===== src/difficulty_target_retarget_macros.svh =====
// Assertion macros shared by the retarget RTL.
// Expects clk and rst_n in the scope of each use; no other dependencies.
`ifndef DIFFICULTY_TARGET_RETARGET_MACROS_SVH
`define DIFFICULTY_TARGET_RETARGET_MACROS_SVH
`ifndef SYNTHESIS
`define DTR_ASSERT(lbl, expr) \
  lbl: assert property (@(posedge clk) disable iff (!rst_n) (expr)) \
    else $error("dtr assertion failed");
`define DTR_ASSERT_NEXT(lbl, ante, cons) \
  lbl: assert property (@(posedge clk) disable iff (!rst_n) (ante) |=> (cons)) \
    else $error("dtr assertion failed");
`else
`define DTR_ASSERT(lbl, expr)
`define DTR_ASSERT_NEXT(lbl, ante, cons)
`endif
`endif


===== src/dtr_pkg.sv =====
`timescale 1ns / 1ps
// Shared types, constants and the compact-target decoder for the retarget block.
// No dependencies.
package dtr_pkg;

  localparam int TARGET_BITS = 256;
  localparam int STEP_BITS   = 8;                       // quotient bits per cell
  localparam int NCELL       = TARGET_BITS / STEP_BITS;
  localparam int LIMB_W      = 32;
  localparam int NLIMB       = TARGET_BITS / LIMB_W;
  localparam int SP_W        = 17;
  localparam int TS_W        = 24;
  localparam int SP10_W      = 21;
  localparam int DV_W        = 25;                      // divisor and multiplier width
  localparam int PP_W        = LIMB_W + DV_W;
  localparam int CNT_W       = 5;
  localparam int IDX_W       = 3;
  localparam int SIZE_W      = 6;
  localparam int CAP_FACTOR  = 10;

  localparam logic [SP_W-1:0] SPACING_RST  = 17'd60;
  localparam logic [TS_W-1:0] TIMESPAN_RST = 24'd960;
  localparam logic [31:0]     LIMIT_RST    = 32'h1d00ffff;

  typedef enum logic [IDX_W-1:0] {
    REG_SPACING     = 3'd0,
    REG_TIMESPAN    = 3'd1,
    REG_WORK_LIMIT  = 3'd2,
    REG_STAKE_LIMIT = 3'd3,
    REG_WORK_FIXED  = 3'd4,
    REG_STAKE_FIXED = 3'd5
  } reg_idx_t;

  typedef logic [TARGET_BITS-1:0] wide_t;

  typedef struct packed {
    logic        fixed;
    logic        stake;
    logic [31:0] bits;
  } side_t;

  typedef struct packed {
    wide_t           num;
    logic [DV_W-1:0] rem;
    side_t           side;
  } cell_data_t;

  typedef struct packed {
    logic              ready;
    logic [SP_W-1:0]   sp;
    logic [SP10_W-1:0] sp10;
    logic [TS_W-1:0]   base;
    logic [DV_W-1:0]   dv;
    logic              work_fixed;
    logic              stake_fixed;
    wide_t             lim_work;
    wide_t             lim_stake;
  } cfg_t;

  // Compact bits to a 256-bit value; sign bit ignored, overflow lost.
  function automatic wide_t dtr_decode(input logic [31:0] bits);
    logic [7:0]   size;
    logic [303:0] t;
    size = bits[31:24];
    t = 304'(bits[22:0]) << {size[5:0], 3'b000};
    if (size > 8'd34) begin
      return '0;
    end
    return t[279:24];
  endfunction

endpackage


===== src/dtr_cfg.sv =====
`timescale 1ns / 1ps
// Configuration registers, spacing-derived constants and decoded limits.
// Depends on dtr_pkg.
module dtr_cfg (
  input  logic                      clk,
  input  logic                      rst_n,
  input  logic                      cfg_valid,
  output logic                      cfg_ready,
  input  logic [dtr_pkg::IDX_W-1:0] cfg_index,
  input  logic [31:0]               cfg_data,
  output dtr_pkg::cfg_t             cfg_o
);
  import dtr_pkg::*;

  logic [SP_W-1:0]  spacing_r;
  logic [TS_W-1:0]  timespan_r;
  logic [31:0]      work_lim_r, stake_lim_r;
  logic             work_fixed_r, stake_fixed_r;
  logic             busy_r, busy_nxt;
  logic [CNT_W-1:0] cnt_r, cnt_nxt;
  logic [SP_W-1:0]  rem_r, rem_nxt;
  logic [TS_W-1:0]  base_r;
  logic [DV_W-1:0]  dv_r;
  wide_t            lim_work_r, lim_stake_r;
  logic [SP_W-1:0]  sp_eff;
  logic [SP_W:0]    r_step;
  logic [SP_W-1:0]  rem_step;
  logic [TS_W-1:0]  prod;
  logic             wr;
  logic             done;

  assign wr        = cfg_valid && cfg_ready;
  assign cfg_ready = !busy_r;
  assign sp_eff    = (spacing_r == '0) ? SP_W'(1) : spacing_r;

  // Register writes
  always_ff @(posedge clk) begin
    if (!rst_n) begin
      spacing_r     <= SPACING_RST;
      timespan_r    <= TIMESPAN_RST;
      work_lim_r    <= LIMIT_RST;
      stake_lim_r   <= LIMIT_RST;
      work_fixed_r  <= 1'b0;
      stake_fixed_r <= 1'b0;
    end else if (wr) begin
      case (reg_idx_t'(cfg_index))
        REG_SPACING:     spacing_r     <= cfg_data[SP_W-1:0];
        REG_TIMESPAN:    timespan_r    <= cfg_data[TS_W-1:0];
        REG_WORK_LIMIT:  work_lim_r    <= cfg_data;
        REG_STAKE_LIMIT: stake_lim_r   <= cfg_data;
        REG_WORK_FIXED:  work_fixed_r  <= cfg_data[0];
        REG_STAKE_FIXED: stake_fixed_r <= cfg_data[0];
        default: ;
      endcase
    end
  end

  // Bit-serial remainder of timespan by spacing, one bit a cycle
  always_comb begin
    r_step   = {rem_r, timespan_r[CNT_W'(TS_W-1) - cnt_r]};
    rem_step = (r_step >= {1'b0, sp_eff}) ? SP_W'(r_step - {1'b0, sp_eff}) : r_step[SP_W-1:0];
    done     = busy_r && (cnt_r == CNT_W'(TS_W-1));
    busy_nxt = busy_r;
    cnt_nxt  = cnt_r;
    rem_nxt  = rem_r;
    if (wr) begin
      busy_nxt = 1'b1;
      cnt_nxt  = '0;
      rem_nxt  = '0;
    end else if (busy_r) begin
      rem_nxt = rem_step;
      cnt_nxt = cnt_r + CNT_W'(1);
      if (done) begin
        busy_nxt = 1'b0;
      end
    end
    // interval * spacing, interval raised to one
    prod = (timespan_r < TS_W'(sp_eff)) ? TS_W'(sp_eff) : timespan_r - TS_W'(rem_step);
  end

  always_ff @(posedge clk) begin
    if (!rst_n) begin
      busy_r <= 1'b1;
      cnt_r  <= '0;
      rem_r  <= '0;
    end else begin
      busy_r <= busy_nxt;
      cnt_r  <= cnt_nxt;
      rem_r  <= rem_nxt;
    end
  end

  // Derived constants and decoded limits
  always_ff @(posedge clk) begin
    if (done) begin
      base_r <= prod - TS_W'(sp_eff);
      dv_r   <= DV_W'(prod) + DV_W'(sp_eff);
    end
    lim_work_r  <= dtr_decode(work_lim_r);
    lim_stake_r <= dtr_decode(stake_lim_r);
  end

  always_comb begin
    cfg_o.ready       = !busy_r;
    cfg_o.sp          = sp_eff;
    cfg_o.sp10        = SP10_W'(SP10_W'(sp_eff) * SP10_W'(CAP_FACTOR));
    cfg_o.base        = base_r;
    cfg_o.dv          = dv_r;
    cfg_o.work_fixed  = work_fixed_r;
    cfg_o.stake_fixed = stake_fixed_r;
    cfg_o.lim_work    = lim_work_r;
    cfg_o.lim_stake   = lim_stake_r;
  end

endmodule


===== config.mk =====
export PLATFORM = sky130hd
export DESIGN_NAME = dtr_cfg
export DESIGN_NICKNAME = d
export VERILOG_FILES = /design/src/difficulty_target_retarget_macros.svh /design/src/dtr_pkg.sv /design/src/dtr_cfg.sv
export SDC_FILE = /design/constraint.sdc
export NUM_CORES = 1
export LEC_CHECK = 0
export BUFFER_PORTS_ARGS = -buffer_cell sky130_fd_sc_hd__buf_4
export CORE_ASPECT_RATIO = 0.75
export CORE_MARGIN = 2
export CORE_UTILIZATION = 48
export DETAILED_ROUTE_END_ITERATION = 16
export GPL_TIMING_DRIVEN = 0
export PLACE_DENSITY = 0.83
export RECOVER_POWER = 25
export SYNTH_ARGS = -nofsm -noshare
export SYNTH_HDL_FRONTEND = slang
export SYNTH_SLANG_ARGS = --single-unit

===== constraint.sdc =====
create_clock -name clk -period 8.3 [get_ports clk]
set_input_delay 1.66 -clock clk [delete_from_list [all_inputs] [get_ports clk]]
set_output_delay 1.66 -clock clk [all_outputs]
set_load 0.02 [all_outputs]

# After elaboration in Yosys (flattened, before gate mapping)
# Cells that the tools add are included.
op_classes:
  n_shift: 2
  multipliers: 1
  addsub: 6
  n_eq_ne: 6
  reduce_logical: 12
  muxes: 13
  bitwise_logic: 1
  n_lt_le_gt_ge: 5
ops:
  columns: ["op", "count"]
  rows:
  - ["256-bit two-way mux", 4]
  - ["23-bit by 9-bit << shifter with 280-bit output", 2]
  - ["24-bit by 17-bit subtractor with 24-bit output", 2]
  - ["17-bit two-way mux", 2]
  - ["24-bit by 17-bit adder with 25-bit output", 1]
  - ["24-bit by 17-bit < comparator with 1-bit output", 1]
  - ["24-bit two-way mux", 1]
  - ["17-bit by 3-bit multiplier with 20-bit output (second input constant)", 1]
  - ["18-bit by 17-bit >= comparator with 1-bit output", 1]
  - ["17-bit logical NOT", 1]
  - ["17-bit subtractor", 1]
  - ["8-bit by 6-bit greater-than comparator with 1-bit output (second input constant)", 2]
  - ["2-bit AND reduction", 6]
  - ["3-bit by 2-bit equality test with 1-bit output (second input constant)", 2]
  - ["3-bit equality test (second input constant)", 2]
  - ["5-bit by 6-bit < comparator with 1-bit output (second input constant)", 1]
  - ["5-bit by 1-bit adder with 5-bit output (second input constant)", 1]
  - ["1-bit binary-select mux with 5-bit select", 1]
  - ["5-bit equality test (second input constant)", 1]
  - ["1-bit two-way mux", 5]
  - ["5-bit subtractor (first input constant)", 1]
  - ["3-bit by 1-bit equality test with 1-bit output (second input constant)", 1]
  - ["3-bit logical NOT", 1]
  - ["1-bit logical AND", 2]
  - ["3 further kinds", 3]
word_totals:
  reg_bits: 691
  inputBits: 38
  out_inout_bits: 603
  wordCells: 59

# Logic depth before layout (Yosys ltp)
depth:
  word_depth: 8
  depth_mapped: 37
  ltp_nobuf: 36

# Worst setup path before layout
# Ideal clock, no wire load.
synth_path:
  path_type: "flip-flop to flip-flop"
  from: "register cnt_r[0]"
  to: "register base_r[21], data pin"
  arrival_ns: 7.981
  required_ns: 8.029
  stages_incl_launch_ff: 35
  path_slack_ns: 0.048
  period_less_slack_ns: 8.252
  path_buffers: 4
  path_cell_list: "dfxtp_1 -> clkbuf_1 -> mux4_2 -> mux4_2 -> a21oi_1 -> ha_1 -> fa_1 -> and2b_1 -> o22a_2 -> o211ai_4 -> nand3_4 -> clkbuf_1 -> clkbuf_1 -> a21oi_1 -> inv_1 -> ha_1 -> a21o_1 -> a21oi_1 -> a311oi_1 -> a211o_1 -> a31oi_1 -> nor3_1 -> o211a_1 -> o31ai_1 -> ha_1 -> buf_1 -> and3_1 -> a21oi_1 -> o21ai_0 -> o41ai_1 -> o21ai_0 -> o41a_1 -> nor4_2 -> nor3b_1 -> xor2_1"
synth_between:
  elab_chain_len: 8
  elab_cells_between_ends: 9
  cone_classes: "add/sub (4); order compare (1); mux (4)"
synth_lines:
  columns: ["element", "line", "source"]
  rows:
  - ["start, declared", "dtr_cfg.sv:20", "logic [CNT_W-1:0] cnt_r, cnt_nxt;"]
  - ["start signal, assigned", "dtr_cfg.sv:88", "cnt_r <= cnt_nxt;"]
  - ["5-bit subtractor (*)", "dtr_cfg.sv:60", "r_step = {rem_r, timespan_r[CNT_W'(TS_W-1) - cnt_r]};"]
  - ["1-bit binary-select mux with 5-bit select (*)", "dtr_cfg.sv:60", null]
  - ["1-bit two-way mux (implied by the code) (*)", "dtr_cfg.sv:60", null]
  - ["17-bit subtractor or 18-bit by 17-bit >= comparator with 1-bit output (tied branches)", "dtr_cfg.sv:61", "rem_step = (r_step >= {1'b0, sp_eff}) ? SP_W'(r_step - {1'b0, sp_eff}) : r_step[SP_W-1:0];"]
  - ["17-bit two-way mux (*)", "dtr_cfg.sv:61", null]
  - ["net rem_step[1]", "dtr_cfg.sv:27", "logic [SP_W-1:0] rem_step;"]
  - ["24-bit by 17-bit subtractor with 24-bit output (*)", "dtr_cfg.sv:78", "prod = (timespan_r < TS_W'(sp_eff)) ? TS_W'(sp_eff) : timespan_r - TS_W'(rem_step);"]
  - ["24-bit two-way mux (*)", "dtr_cfg.sv:78", null]
  - ["24-bit by 17-bit subtractor with 24-bit output (*)", "dtr_cfg.sv:96", "base_r <= prod - TS_W'(sp_eff);"]
  - ["end signal, assigned", "dtr_cfg.sv:96", null]
  - ["end, declared", "dtr_cfg.sv:22", "logic [TS_W-1:0] base_r;"]
# The timed path passes the listed nets; every way through them passes the cells marked *. The select of a mux whose other input is x is not followed.
# A chain may end at the register's enable or synchronous reset.

# Final worst setup path
layout_path:
  from: "register cnt_r[0]"
  to: "register dv_r[23], data pin"
layout_between:
  elab_chain_len: 8
  elab_cells_between_ends: 9
  cone_classes: "add/sub (4); order compare (1); mux (4)"
layout_lines:
  columns: ["element", "line", "source"]
  rows:
  - ["5-bit subtractor (*)", "dtr_cfg.sv:60", null]
  - ["1-bit binary-select mux with 5-bit select (*)", "dtr_cfg.sv:60", null]
  - ["1-bit two-way mux (implied by the code) (*)", "dtr_cfg.sv:60", null]
  - ["17-bit subtractor or 18-bit by 17-bit >= comparator with 1-bit output (tied branches)", "dtr_cfg.sv:61", null]
  - ["17-bit two-way mux (*)", "dtr_cfg.sv:61", null]
  - ["net rem_step[1]", "dtr_cfg.sv:27", null]
  - ["24-bit by 17-bit subtractor with 24-bit output (*)", "dtr_cfg.sv:78", null]
  - ["24-bit two-way mux (*)", "dtr_cfg.sv:78", null]
  - ["24-bit by 17-bit adder with 25-bit output (*)", "dtr_cfg.sv:97", "dv_r <= DV_W'(prod) + DV_W'(sp_eff);"]
  - ["end signal, assigned", "dtr_cfg.sv:97", null]
  - ["end, declared", "dtr_cfg.sv:23", "logic [DV_W-1:0] dv_r;"]
# Marks and branches as above.

==> metrics.cfg <==
[outcome]
status = finished, violations left
violations = capacitance limit, slew limit

[critical_path]
slowest_stage = mux4_2
crit_family = compound AO/OA/AOI/OAI gates
crit_top_cell = a21oi_4
critical_path_class = register to register
path_buf_inv = 5
cp-start-kind = register
critPathMaxFanout = 10
endpoint_kind = register
worst_ep_required_time_ns = 8.65
cpPeakStageDelay_ns = 0.54
crit_arrival_ns = 8.47

[synth]
synth_cell_types = 86
ys_seq_area_share_pct = 53.7
synthesis.nets = 2977
synth_ff_type = dfxtp_1
synth-seq-cells = 688
synth-async-reset-ratio_pct = 0
synth_top_area_share_pct = 48.3
synthTopCellsByArea = dfxtp_1, nor2_1, edfxtp_1
yosysTopAreaCell = dfxtp_1
netlist_top_cells_count = dfxtp_1, nor2_1, nand2_1
avgSynthCellArea_um2 = 9.40
synthCells = 2824
synth.most_common_cell = dfxtp_1
syn_area_um2 = 26500
synth_edf_count = 48
yosys_warnings = 0

[finish]
nFillCells = 4214
final_util_pct = 64.2
drive_gt1_share_pct = 24.5
stdcell_count = 4327
multiInputGateArea_um2 = 11500
synthToLayoutAreaGrowth_pct = 31.8
regArea_um2 = 14300
fin_nets = 3701
finish.instance_area_um2 = 35000

[clock_network]
cts_buffers = 67
clk_pin_slew_ns = 0.06
cts_root_buffer = clkbuf_16
cts.sink_count = 688
clockBufferDepth = 3
clock_latency_ns = 0.62
cts_tree = yes
cts.htree.levels = 3

[global_route]
grt_max_degree = 36
grt_pass1_vias = 22900
grt_overflow = 0
antenna_found_initial = 6
grt_pass1_wl_um = 141000
grt_usage_pct = 32.6

[placement]
dpl-instance-area_um2 = 32300
placedCellCount = 4185
hpwl_um = 72000
io_buffers = 638
gp_congestion = 0.975

[timing]
worstMarginPinSlew_ns = 2.01
clock_skew_ns = 0.0278
setup_tns_ns = 0
slew_viol_final = 37
finalSetupViolCount = 0
hold-worst-slack_ns = 0.498
fin_crit_ns = 8.12
slew_headroom_pct = -33.9
fmax_ghz = 0.123
period_share_pct = 97.9
hold_viol_final = 0

[drt]
routed_wl_um = 97500
dr.pass1.iters = 7
wl_per_cell_um = 22.5
drtIter0Drc = 2827
vias = 24300
vias_per_cell = 5.61
detail-route-antenna-nets = 0
drc = 0

[power]
p_leak_nw = 15.7
peakVddDrop_uv = 372
powerDensity_nw_per_um2 = 320

[floorplanning]
core-area_um2 = 54500
die_y_um = 208
rows = 74
start_util_pct = 48.7
die_w_um = 276
io_pins = 641
die-area_um2 = 57200

[min_path]
hold_class = register to register

[flow_run]
max_cap_violations = 2

==> stage by stage <==
step,total power (W),worst slack (ns)
5_1_grt,0.0117,-0.0512
4_1_cts,0.0108,0.00820
3_5_place_dp,0.00748,-1.94
3_3_place_gp,0.00743,-1.82
6_report,0.0112,0.177
2_1_floorplan,0.00664,0.0482
==> placed cells by master (no fill, tap or decap), types with 9 or more instances in the layout <==
| master | count |
|---|---|
| buf_4 | 666 |
| dfxtp_1 | 640 |
| nor2_1 | 589 |
| nand2_1 | 277 |
| clkbuf_1 | 162 |
| ha_1 | 105 |
| inv_1 | 99 |
| o21ai_0 | 95 |
| clkbuf_16 | 68 |
| a21boi_0 | 63 |
| nand3_1 | 61 |
| a21oi_1 | 61 |
| xnor2_1 | 55 |
| edfxtp_1 | 48 |
| a22oi_1 | 32 |
| a32oi_1 | 32 |
| mux2_2 | 27 |
| xor2_1 | 26 |
| mux2i_1 | 25 |
| nor3_1 | 24 |
| o211ai_1 | 24 |
| a22o_1 | 24 |
| a21o_1 | 23 |
| a211oi_1 | 22 |
| a31oi_1 | 22 |
| nor3b_1 | 22 |
| nor2b_1 | 19 |
| nand2b_1 | 16 |
| o21bai_1 | 15 |
| o21ai_1 | 13 |
| clkbuf_8 | 12 |
| or3_1 | 11 |
| nor4_1 | 9 |
==> layer usage <==
layer | track usage, % | vias up | wire length, µm
met5 | 0 | - | 0
met4 | 15.1 | 0 | 4550
met3 | 9.30 | 262 | 11100
met2 | 50.8 | 1462 | 44100
met1 | 41.5 | 11500 | 37800
li1 | - | 11000 | -
==> registers in the layout, summed over array words and instances (netlist names), 23 cells and up <==
| signal | count |
|---|---|
| stake_lim_r | 31 |
| work_lim_r | 31 |
| dv_r | 25 |
| timespan_r | 24 |
| base_r | 23 |
| lim_work_r | 256 |
| lim_stake_r | 256 |
==> path summary, 6_finish.rpt <==
kind	slack (ns)	depth (start not counted)	end	from
hold reg to reg	0.50	2	rem_r[8]$_SDFFE_PP0P_	rem_r[8]$_SDFFE_PP0P_
hold / removal	0.50	2	rem_r[8]$_SDFFE_PP0P_	rem_r[8]$_SDFFE_PP0P_
setup reg to reg	0.18	35	dv_r[23]$_DFFE_PP_	cnt_r[0]$_SDFFE_PP0P_
setup / recovery	0.18	35	dv_r[23]$_DFFE_PP_	cnt_r[0]$_SDFFE_PP0P_
==> worst register-to-register path: cells and delay by family, from the launching register on <==
family	cells	cell delay, ns
flops	1	0.37
simple gates	8	1.42
fa+ha+maj	4	0.97
mux	2	1.06
buf+inv	5	0.77
compound gates	14	3.01
xor+xnor	2	0.30
==> cells by family after synthesis <==
logic type	Yosys count	synth area share, %
simple gates	1086	17.6
flops	688	53.7
compound gates	510	13.4
buf+inv	274	3.98
fa+ha+maj	118	5.68
xor+xnor	82	2.73
mux	65	2.95
other cells	1	0.0141
==> power breakdown <==
group          internal, W  leakage [nW]  switching, W
registers          0.00360          5.59     0.0000296
clock network      0.00175          1.08       0.00138
logic              0.00181          9.03       0.00261
==> final cells by class <==
class | instances | share of cell area (%)
sequential | 688 | 40.7
clock buffer | 89 | 5.38
timing repair buffer | 660 | 14.2
clock inverter | 31 | 1.08
buffer | 168 | 2.01
antenna | 6 | 0.0429
inverter | 101 | 1.08
tap | 722 | 2.58
multi-input combinational | 1862 | 32.9
==> repair_timing <==
item,4_1_cts,5_1_grt
endpoints found under the setup margin,31,13
buffers inserted,10,11
pin swaps,13,17
hold buffers,0,0
resized for setup,44,36
No activity file was read; power rests on OpenSTA's default activity.
