## src/difficulty_target_retarget_macros.svh

```systemverilog
// Assertion macros shared by the retarget RTL.
// Expects clk and rst_n in the scope of each use; no other dependencies.
`ifndef DIFFICULTY_TARGET_RETARGET_MACROS_SVH
`define DIFFICULTY_TARGET_RETARGET_MACROS_SVH
`ifndef SYNTHESIS
`define DTR_ASSERT(lbl, expr) \
  lbl: assert property (@(posedge clk) disable iff (!rst_n) (expr)) \
    else $error("dtr assertion failed");
`define DTR_ASSERT_NEXT(lbl, ante, cons) \
  lbl: assert property (@(posedge clk) disable iff (!rst_n) (ante) |=> (cons)) \
    else $error("dtr assertion failed");
`else
`define DTR_ASSERT(lbl, expr)
`define DTR_ASSERT_NEXT(lbl, ante, cons)
`endif
`endif

```

## src/dtr_pkg.sv

```systemverilog
`timescale 1ns / 1ps
// Shared types, constants and the compact-target decoder for the retarget block.
// No dependencies.
package dtr_pkg;

  localparam int TARGET_BITS = 256;
  localparam int STEP_BITS   = 8;                       // quotient bits per cell
  localparam int NCELL       = TARGET_BITS / STEP_BITS;
  localparam int LIMB_W      = 32;
  localparam int NLIMB       = TARGET_BITS / LIMB_W;
  localparam int SP_W        = 17;
  localparam int TS_W        = 24;
  localparam int SP10_W      = 21;
  localparam int DV_W        = 25;                      // divisor and multiplier width
  localparam int PP_W        = LIMB_W + DV_W;
  localparam int CNT_W       = 5;
  localparam int IDX_W       = 3;
  localparam int SIZE_W      = 6;
  localparam int CAP_FACTOR  = 10;

  localparam logic [SP_W-1:0] SPACING_RST  = 17'd60;
  localparam logic [TS_W-1:0] TIMESPAN_RST = 24'd960;
  localparam logic [31:0]     LIMIT_RST    = 32'h1d00ffff;

  typedef enum logic [IDX_W-1:0] {
    REG_SPACING     = 3'd0,
    REG_TIMESPAN    = 3'd1,
    REG_WORK_LIMIT  = 3'd2,
    REG_STAKE_LIMIT = 3'd3,
    REG_WORK_FIXED  = 3'd4,
    REG_STAKE_FIXED = 3'd5
  } reg_idx_t;

  typedef logic [TARGET_BITS-1:0] wide_t;

  typedef struct packed {
    logic        fixed;
    logic        stake;
    logic [31:0] bits;
  } side_t;

  typedef struct packed {
    wide_t           num;
    logic [DV_W-1:0] rem;
    side_t           side;
  } cell_data_t;

  typedef struct packed {
    logic              ready;
    logic [SP_W-1:0]   sp;
    logic [SP10_W-1:0] sp10;
    logic [TS_W-1:0]   base;
    logic [DV_W-1:0]   dv;
    logic              work_fixed;
    logic              stake_fixed;
    wide_t             lim_work;
    wide_t             lim_stake;
  } cfg_t;

  // Compact bits to a 256-bit value; sign bit ignored, overflow lost.
  function automatic wide_t dtr_decode(input logic [31:0] bits);
    logic [7:0]   size;
    logic [303:0] t;
    size = bits[31:24];
    t = 304'(bits[22:0]) << {size[5:0], 3'b000};
    if (size > 8'd34) begin
      return '0;
    end
    return t[279:24];
  endfunction

endpackage

```

## src/dtr_cell.sv

```systemverilog
`timescale 1ns / 1ps
// One divider cell: eight restoring quotient steps, then a pipeline register.
// Depends on dtr_pkg.
module dtr_cell (
  input  logic                     clk,
  input  logic                     rst_n,
  input  logic [dtr_pkg::DV_W-1:0] dv,
  input  logic                     valid_i,
  output logic                     ready_o,
  input  dtr_pkg::cell_data_t      data_i,
  output logic                     valid_o,
  input  logic                     ready_i,
  output dtr_pkg::cell_data_t      data_o
);
  import dtr_pkg::*;

  logic       v_r;
  cell_data_t d_r, d_nxt;
  logic [DV_W:0] r;

  assign ready_o = !v_r || ready_i;
  assign valid_o = v_r;
  assign data_o  = d_r;

  // Shift dividend bits into the remainder, quotient bits in at the bottom
  always_comb begin
    d_nxt = data_i;
    r     = '0;
    for (int k = 0; k < STEP_BITS; k++) begin
      r = {d_nxt.rem, d_nxt.num[TARGET_BITS-1]};
      d_nxt.num = {d_nxt.num[TARGET_BITS-2:0], 1'b0};
      if (r >= {1'b0, dv}) begin
        r = r - {1'b0, dv};
        d_nxt.num[0] = 1'b1;
      end
      d_nxt.rem = r[DV_W-1:0];
    end
  end

  always_ff @(posedge clk) begin
    if (!rst_n) begin
      v_r <= 1'b0;
    end else if (ready_o) begin
      v_r <= valid_i;
    end
  end

  always_ff @(posedge clk) begin
    if (ready_o && valid_i) begin
      d_r <= d_nxt;
    end
  end

endmodule

```

## config.mk

```make
export PLATFORM = sky130hd
export DESIGN_NAME = dtr_cell
export DESIGN_NICKNAME = d
export VERILOG_FILES = /design/src/difficulty_target_retarget_macros.svh /design/src/dtr_pkg.sv /design/src/dtr_cell.sv
export SDC_FILE = /design/constraint.sdc
export NUM_CORES = 1
export LEC_CHECK = 0
export BUFFER_PORTS_ARGS = -buffer_cell sky130_fd_sc_hd__buf_2
export CAP_MARGIN = 10
export CORE_AREA = 2 2 255 257
export CTS_CLUSTER_DIAMETER = 40
export DETAILED_ROUTE_END_ITERATION = 12
export DIE_AREA = 0 0 257 259
export PLACE_DENSITY = 0.53
export SETUP_SLACK_MARGIN = 0.4
export SYNTH_ARGS = -nofsm -noshare
export SYNTH_HDL_FRONTEND = slang
export SYNTH_SLANG_ARGS = --single-unit
```

## constraint.sdc

```tcl
create_clock -name clk -period 65.7 [get_ports clk]
set_clock_uncertainty 0.05 [all_clocks]
set_input_delay 6.57 -clock clk [delete_from_list [all_inputs] [get_ports clk]]
set_output_delay 6.57 -clock clk [all_outputs]
set_load 0.02 [all_outputs]
```

# Word level (Yosys, flattened, before mapping)

Cells that the tools add are included.

Input bits: 344
Logic and storage cells: 41
ROM bits: 0
Memories: 0
Output and inout bits: 317
Bits in writable memories: 0
Latch bits: 0
Flip-flop bits (word level): 316

Equal/unequal tests: 0
Shifts and indexed selects: 0
$add $sub $neg: 8
Div/mod/pow operators: 0
Bitwise gates (word level): 0
Multipliers: 0
Multiplexer cells: 16
Reduce and logical (&&, ||, !) cells: 3
Magnitude comparators: 8

Operator list:

| kind              | count |
|---|---|
| $ge 26x25->1      | 8 |
| $mux 25           | 8 |
| $sub 25x25->25    | 8 |
| $mux 1            | 8 |
| $logic_and 1x1->1 | 1 |
| $logic_not 1->1   | 1 |
| $logic_or 1x1->1  | 1 |

# Logic depth before layout (Yosys ltp)

Gate-level depths: netlist of run 1.

Depth after elaboration: 16
Mapped depth: 120
Mapped depth without buffers: 109

# Least setup slack after synthesis of run 1

No wires, ideal clock.

Kind: input to register
From: in dv[1] in the netlist's numbering
To: reg d_r (netlist bit data_o[53]), data pin
Cell stages on the path: 112
Arrival: 28.599 ns
Buffers on the path: 15
Path slack: 36.790 ns
Required time: 65.389 ns
Setup time: 0.261 ns
Cells stage by stage: inv_1 fa_1 a21o_1 a221oi_4 nor3_2 o31ai_4 o21a_4 inv_2 clkbuf_1 nand2_1 o21ai_0 fa_1 nand2b_1 a211oi_1 o31ai_1 a21oi_1 o221a_2 nor2_2 [76 not listed] a21o_1 a21o_1 a21o_1 a21oi_1 o21ai_0 nand4_1 nand3b_1 a21oi_1 o21ai_0 nand2_1 a31oi_1 nor2_1 and3_1 clkbuf_1 or2_1 buf_4 inv_2 a221o_1

RTL lines:

| item                   | line           | RTL |
|---|---|---|
| start: declaration     | dtr_cell.sv:7  | `input logic [dtr_pkg::DV_W-1:0] dv,` |
| end signal: assignment | dtr_cell.sv:50 | `d_r <= d_nxt;` |
| end: declaration       | dtr_cell.sv:18 | `cell_data_t d_r, d_nxt;` |

==> metrics, run 1 <==
outcome=complete, no violations; dominant cells by area after synthesis=edfxtp_1 44%, ha_1 12%, xnor2_1 4.4%; CTS buffer count=51; Final ANT Viol Nets=0; IO Count=661; clk slew on worst S/H paths=0.05 ns; post-synthesis xor/xnor area fraction=6.47%; total gr overflow=0; Slew @ Worst Pin=1.07 ns; commonest non-fill, non-tap cell in the layout=buf_2; worst hold path depth=2; Synthesized Nets=2,588; clock buffer depth=3; global-route wire length before repair=106 mm; hold_buf cts=0; most frequent CP cell=o21ai_0; antenna violations before repair=2; routed vias/inst=5.20; Hold WC Path Type=reg -> reg; Area growth syn-to-layout=29.3%; overall routing resource usage=20.1%; RSZ-0062 raised after global routing=false; DP Wirelength=57.6 mm; Final nets=3,284; Die ar.=66,600 um2; sequential cell area=9480 um2; CTS tree=yes; Top FF cell, synth=edfxtp_1; Rows=93; Synth Area in Compound Gates=18.1%; critical path class=in -> reg; Synth top area share=43.7%; Required @ worst endpoint=65.97 ns; residual DRC count=0; Die Y=259 um; share of layout cells above drive strength 1=32.3%; postcts setup bufs=0; cells after synthesis=2,036; period utilisation layout=50.5%; simple-gate share of the synthesized area=11.6%; max frequency=30.1 MHz; mux cell area share after synthesis=5.33%; CP max FO=32; max incr delay on CP=0.72 ns; most frequent cells in the layout=660 x buf_2, 315 x edfxtp_1, 200 x ha_1; post-synthesis adder-cell area fraction=12.3%; Finish-stage setup viols=0; max-cap violations=0; distinct cell type count after synthesis=81; PortBufs=660; TNS Setup=0 ns; Worst path slowest cell=inv_1; Die X=257 um; largest family of logic cells by synthesized area=compound AO/OA/AOI/OAI gates; crit end category=register; Worst-Skew Late Latency=0.57 ns; Slew HR=28.4%; Critical Path Start Type=input pin; vias in the first global route=18,600; wire per inst=19.4 um; YS warnings=0; leading area contributor after synthesis=edfxtp_1; post-cts resize count=0; # fillers=6,158; EDFF count, synth=315; R2R depth=4; crit path DAT=33.46 ns; Post-Syn Area=21,700 um2; starting density of the core=33.9%; multi-input logic area=11,700 um2; drt pass-1 iters=5; post-synthesis sequential area ratio=43.8%; htree depth=2; largest net degree at the start of global routing=81; via count=18,900; Syn Area/Cell=10.6 um2; global placement routability congestion=0.976; Slew Viols, Final=0; Async SR Flop Fraction=0%; Final Hold Viols=0; DRT Wirelength=70.6 mm; DRT iter0 DRCs=1,290; Core ar.=63,900 um2; synthesized flop and latch total=316; CTS sink count=316; fin crit period=33.19 ns; CTS root buffer=clkbuf_16
final cells by class:
cell class                 count  share of cell area [%]
multi-input combinational   1586                    41.7
sequential                   316                    33.9
timing repair buffer         682                    12.4
clock buffer                  54                    4.67
tap                          855                    3.82
clock inverter                42                    2.29
inverter                      95                    1.27
antenna                        1                 0.00894
stage by stage:
step                      hold slack [ns]  worst slack (ns)  utilization [%]  area (um2)  cells
final                               0.497             32.51             43.8       28000   3631
after global routing                0.516             30.35             43.8       28000   3631
after CTS                           0.504             32.65             43.8       28000   3630
after detailed placement            0.488             32.13             40.8       26100   3534
after global placement              0.467             32.81             40.8       26100   3534
after floorplan                     0.700             36.79                -       21700   2036
sequential cells by signal, summed over array words and instances (netlist names):
name and count:
data_o 315, valid_o 1
synthesized netlist by cell type (15+ instances only):
cell type and n:
a211oi_1 20, a21boi_0 15, a21o_1 79, a21oi_1 157
a31oi_1 24, and3_1 16, clkbuf_1 21, edfxtp_1 315
ha_1 200, inv_1 90, mux2_2 82, mux2i_1 23
nand2_1 146, nand2b_1 32, nand3_1 42, nand4_1 28
nor2_1 133, nor2b_1 21, nor3_1 38, o21a_1 30
o21ai_0 104, o21bai_1 20, xnor2_1 108, xor2_1 52
metal layers:
layer | vias up | GRT usage (%) | wire length, um
met5 | - | 0 | 13
met4 | 2 | 5.05 | 1350
met3 | 89 | 2.38 | 3230
met2 | 552 | 35.0 | 34800
met1 | 9069 | 26.5 | 31200
li1 | 9160 | - | -
worst paths after layout:
check / slack [ns] / startpoint / to
worst max-delay path: 32.51 / dv[1] / data_o[53]$_DFFE_PP_
worst min-delay path: 0.50 / valid_o$_SDFFE_PN0N_ / valid_o$_SDFFE_PN0N_
worst max register to register: 62.60 / valid_o$_SDFFE_PN0N_ / data_o[248]$_DFFE_PP_
worst min register to register: 0.50 / valid_o$_SDFFE_PN0N_ / valid_o$_SDFFE_PN0N_
cell families (layout without fill, tap and decap cells):
kind of cell / count (synthesis) / in the layout
flip-flops: 316 / 316
XOR/XNOR: 160 / 160
AO/OA/AOI/OAI: 592 / 592
adder cells (fa/ha/maj): 208 / 208
other: 0 / 1
buffers and inverters: 134 / 873
multiplexers: 105 / 105
AND/OR/NAND/NOR: 521 / 521
worst max-delay path: cells and delay by family:
kind,cells,cell delay [ns]
compound gates,52,12.69
simple gates,24,4.06
buf+inv,13,4.08
fa+ha+maj,8,3.25
mux,7,2.68
Power of run 1 is not shown: default switching activity piles up to over one toggle a cycle in this logic, so the estimate is an artifact.
==> run 2: changes to the inputs <==
- CORE_AREA: 2 2 255 257 -> 2 2 260 262
- DIE_AREA: 0 0 257 259 -> 0 0 262 264
- PLACE_DENSITY: 0.53 -> 0.51
- clock period: 65.7 -> 31.3 ns (I/O delays scaled with it)
==> metrics, run 2 (same netlist as run 1, synthesis figures left out) <==
worst hold path depth=2; Critical Path Start Type=input pin; met3 Usage GRT=2.50%; post-cts resize count=0; Slew @ Worst Pin=1.05 ns; most frequent cells in the layout=660 x buf_2, 315 x edfxtp_1, 200 x ha_1; share of layout cells above drive strength 1=32.2%; most frequent CP cell=a21oi_1; Reg2Reg Setup Slack=28.19 ns; GRT busiest layer=met2; IO Count=661; Slew Viols, Final=0; max reg flops=315; Finish-stage setup viols=0; drt pass-1 iters=6; Slew HR=30.3%; wire per inst=19.6 um; clock buffer depth=3; Die Y=264 um; CP max FO=32; Final ANT Viol Nets=0; DP Wirelength=58.6 mm; overall routing resource usage=19.8%; DRT iter0 DRCs=1,478; max frequency=35.0 MHz; outcome=complete, no violations; Hold WC Path Type=reg -> reg; RSZ-0062 raised after global routing=false; Die ar.=69,200 um2; Required @ worst endpoint=31.59 ns; Hold Crit Start=valid_o$_SDFFE_PN0N_; total gr overflow=0; CTS tree=yes; Crit Reg-Reg Startpoint=valid_o$_SDFFE_PN0N_; # fillers=6,584; Die X=262 um; CTS buffer count=53; largest net degree at the start of global routing=81; commonest non-fill, non-tap cell in the layout=buf_2; delay-heaviest family, CP=compound AO/OA/AOI/OAI gates; fin crit period=28.60 ns; Area growth syn-to-layout=28.5%; routing usage on met2=33.3%; Final Core Density=41.8%; vias in the first global route=18,800; crit path DAT=28.89 ns; residual DRC count=0; Rows=95; TNS Setup=0 ns; max-cap violations=0; pre-CTS setup slack=1.71 ns; antenna violations before repair=4; M1 GR Usage=26.3%; clk slew on worst S/H paths=0.05 ns; starting density of the core=32.5%; DRT Wirelength=71.5 mm; htree depth=2; Non-Filler Instances=3,654; critical path class=in -> reg; final setup margin=2.70 ns; routed vias/inst=5.18; global placement routability congestion=0.949; max incr delay on CP=0.54 ns; Final Hold Viols=0; R2R depth=4; crit end category=register; Worst path slowest cell=fa_1; PortBufs=660; hold_buf cts=0; R2R Path End=data_o[296]$_DFFE_PP_; worst hold endpoint=valid_o$_SDFFE_PN0N_; Worst Path Buf+Inv=9; Core ar.=66,600 um2; CTS sink count=316; postcts setup bufs=0; Final nets=3,287; CTS root buffer=clkbuf_16; via count=18,900; Placed Cells=3,553; global-route wire length before repair=107 mm; Worst-Skew Late Latency=0.60 ns; period utilisation layout=91.4%; Levels on crit path=100
==> run 2: worst max-delay path by stage <==
stage           from              endpoint  slack (ns)
5_1_grt        dv[1]  data_o[47]$_DFFE_PP_        0.64
2_1_floorplan  dv[1]  data_o[53]$_DFFE_PP_        5.83
6_report       dv[1]  data_o[53]$_DFFE_PP_        2.70
4_1_cts        dv[1]  data_o[53]$_DFFE_PP_        2.28
3_5_place_dp   dv[1]  data_o[53]$_DFFE_PP_        1.71
3_3_place_gp   dv[1]  data_o[53]$_DFFE_PP_        2.38
==> run 2: worst min-delay path: stages, from the launching register on <==
cell	delay, ns
dfxtp_1	0.31
nand2b_1	0.09
a21boi_0	0.09
==> run 2: cell type report <==
type	count	area [um2]	share of cell area (%)
antenna	3	7.51	0.0270
clock buffer	58	1350	4.84
clock inverter	40	375	1.35
inverter	95	360	1.30
multi-input combinational	1586	11700	42.0
sequential	316	9480	34.1
tap	873	1090	3.93
timing repair buffer	683	3480	12.5
==> run 2: layer usage <==
metal  up-vias  part of all wire [%]
met5         -                     0
met4         0                   2.6
met3       113                   5.3
met2       599                    48
met1      9031                    44
li1       9194                     -
==> run 2: metrics by stage <==
| step | instance area (um2) | hold slack, ns |
|---|---|---|
| 2_1_floorplan | 21700 | 0.700 |
| 3_3_place_gp | 26100 | 0.464 |
| 3_5_place_dp | 26100 | 0.485 |
| 4_1_cts | 27800 | 0.493 |
| 5_1_grt | 27800 | 0.515 |
| 6_report | 27800 | 0.488 |
Power of run 2 is left out for the same reason.
==> run 3: changes to the inputs <==
- PLACE_DENSITY: 0.51 -> 0.59
==> metrics, run 3 (same netlist as run 1, synthesis figures left out) <==
PortBufs=660; Area growth syn-to-layout=27.0%; critical path launch point=dv[1]; fin crit period=28.69 ns; largest net degree at the start of global routing=163; CTS root buffer=clkbuf_16; Slew HR=39.2%; drt pass-1 iters=5; Slew Viols, Final=0; RSZ-0062 raised after global routing=false; crit end category=register; Slew @ Worst Pin=0.912 ns; max-cap violations=0; CTS tree=yes; Die Y=264 um; Worst path slowest cell=clkinvlp_2; Final ANT Viol Nets=0; overall routing resource usage=19.6%; CTS buffer count=46; wire per inst=19.8 um; CP max FO=32; starting density of the core=32.5%; Critical Path Start Type=input pin; DRT Wirelength=71.9 mm; Crit Reg-Reg Startpoint=valid_o$_SDFFE_PN0N_; worst setup path end=data_o[53]$_DFFE_PP_; R2R Path End=data_o[312]$_DFFE_PP_; outcome=complete, no violations; htree depth=2; CTS sink count=316; Final nets=3,269; max incr delay on CP=0.60 ns; postcts setup bufs=0; period utilisation layout=91.7%; Final Hold Viols=0; DP Wirelength=58.8 mm; Rows=95; Final Core Density=41.3%; Hold WC Path Type=reg -> reg; Die X=262 um; Core ar.=66,600 um2; vias in the first global route=18,900; R2R depth=5; via count=19,100; global placement routability congestion=0.933; clock buffer depth=3; max frequency=34.9 MHz; Die ar.=69,200 um2; antenna violations before repair=14; share of layout cells above drive strength 1=31.3%; commonest non-fill, non-tap cell in the layout=buf_2; DRT iter0 DRCs=1,541; residual DRC count=0; routed vias/inst=5.27; critical path class=in -> reg; global-route wire length before repair=106 mm; max reg flops=315; clk slew on worst S/H paths=0.05 ns; # fillers=6,535; Required @ worst endpoint=31.55 ns; Reg2Reg Setup Slack=27.53 ns; most frequent cells in the layout=660 x buf_2, 315 x edfxtp_1, 200 x ha_1; Finish-stage setup viols=0; total gr overflow=0; Worst-Skew Late Latency=0.55 ns; IO Count=661; TNS Setup=0 ns; crit path DAT=28.94 ns
run 3: cell count changes in the layout (fill, tap and decap cells not counted), moves of 3 or more:
cell        delta
inv_6          +3
buf_4         -13
clkbuf_16      -6
clkinv_1       +3
clkinv_8       -3
clkbuf_1       +4
inv_8          -5
clkinvlp_4     -9
run 3: repair_timing:
item	in CTS	in global routing
endpoints found under the setup margin	0	26
resized for setup	0	4
hold buffers	0	0
run 3: stage by stage:
stage | hold WS, ns | worst slack [ns] | cells | instance area, um2
finish | 0.555 | 2.61 | 3631 | 27500
global route | 0.605 | 0.516 | 3630 | 27500
CTS | 0.571 | 2.18 | 3625 | 27500
detailed placement | 0.563 | 1.65 | 3541 | 26000
global placement | 0.563 | 2.36 | 3541 | 26000
floorplan | 0.700 | 5.83 | 2036 | 21700
run 3: worst max-delay path: cells and delay by family:
| family | cells | cell delay, ns |
|---|---|---|
| AOI/OAI and AO/OA | 50 | 12.09 |
| adders and majority gates | 8 | 3.21 |
| buffers and inverters | 12 | 3.61 |
| muxes | 7 | 2.74 |
| and+or+nand+nor | 26 | 3.99 |
run 3: worst min-delay path by stage:
stage	startpoint	slack [ns]	to	cells after the start
after floorplan	valid_o$_SDFFE_PN0N_	0.70	valid_o$_SDFFE_PN0N_	2
after global placement	valid_o$_SDFFE_PN0N_	0.56	valid_o$_SDFFE_PN0N_	2
after detailed placement	valid_o$_SDFFE_PN0N_	0.56	valid_o$_SDFFE_PN0N_	2
after CTS	valid_o$_SDFFE_PN0N_	0.57	valid_o$_SDFFE_PN0N_	2
after global routing	valid_o$_SDFFE_PN0N_	0.61	valid_o$_SDFFE_PN0N_	2
final	valid_o$_SDFFE_PN0N_	0.56	valid_o$_SDFFE_PN0N_	2
run 3: cell type report:
class	instances	area [um2]	area share, %
sequential	316	9480	34.5
clock inverter	28	268	0.973
multi-input combinational	1586	11700	42.5
timing repair buffer	671	3400	12.4
antenna	5	12.5	0.0455
clock buffer	56	1210	4.40
timing repair inverter	1	5.00	0.0182
tap	873	1090	3.97
inverter	95	360	1.31
run 3: routing by layer:
| metal | share of wire [%] | GRT usage, % | wire length, um | up-vias |
|---|---|---|---|---|
| li1 | - | - | - | 9131 |
| met1 | 42 | 24.9 | 30200 | 9131 |
| met2 | 48 | 33.8 | 34800 | 737 |
| met3 | 6.7 | 3.23 | 4820 | 125 |
| met4 | 2.8 | 6.40 | 2040 | 2 |
| met5 | 0.018 | 0 | 13 | - |
Power of run 3 is left out for the same reason.
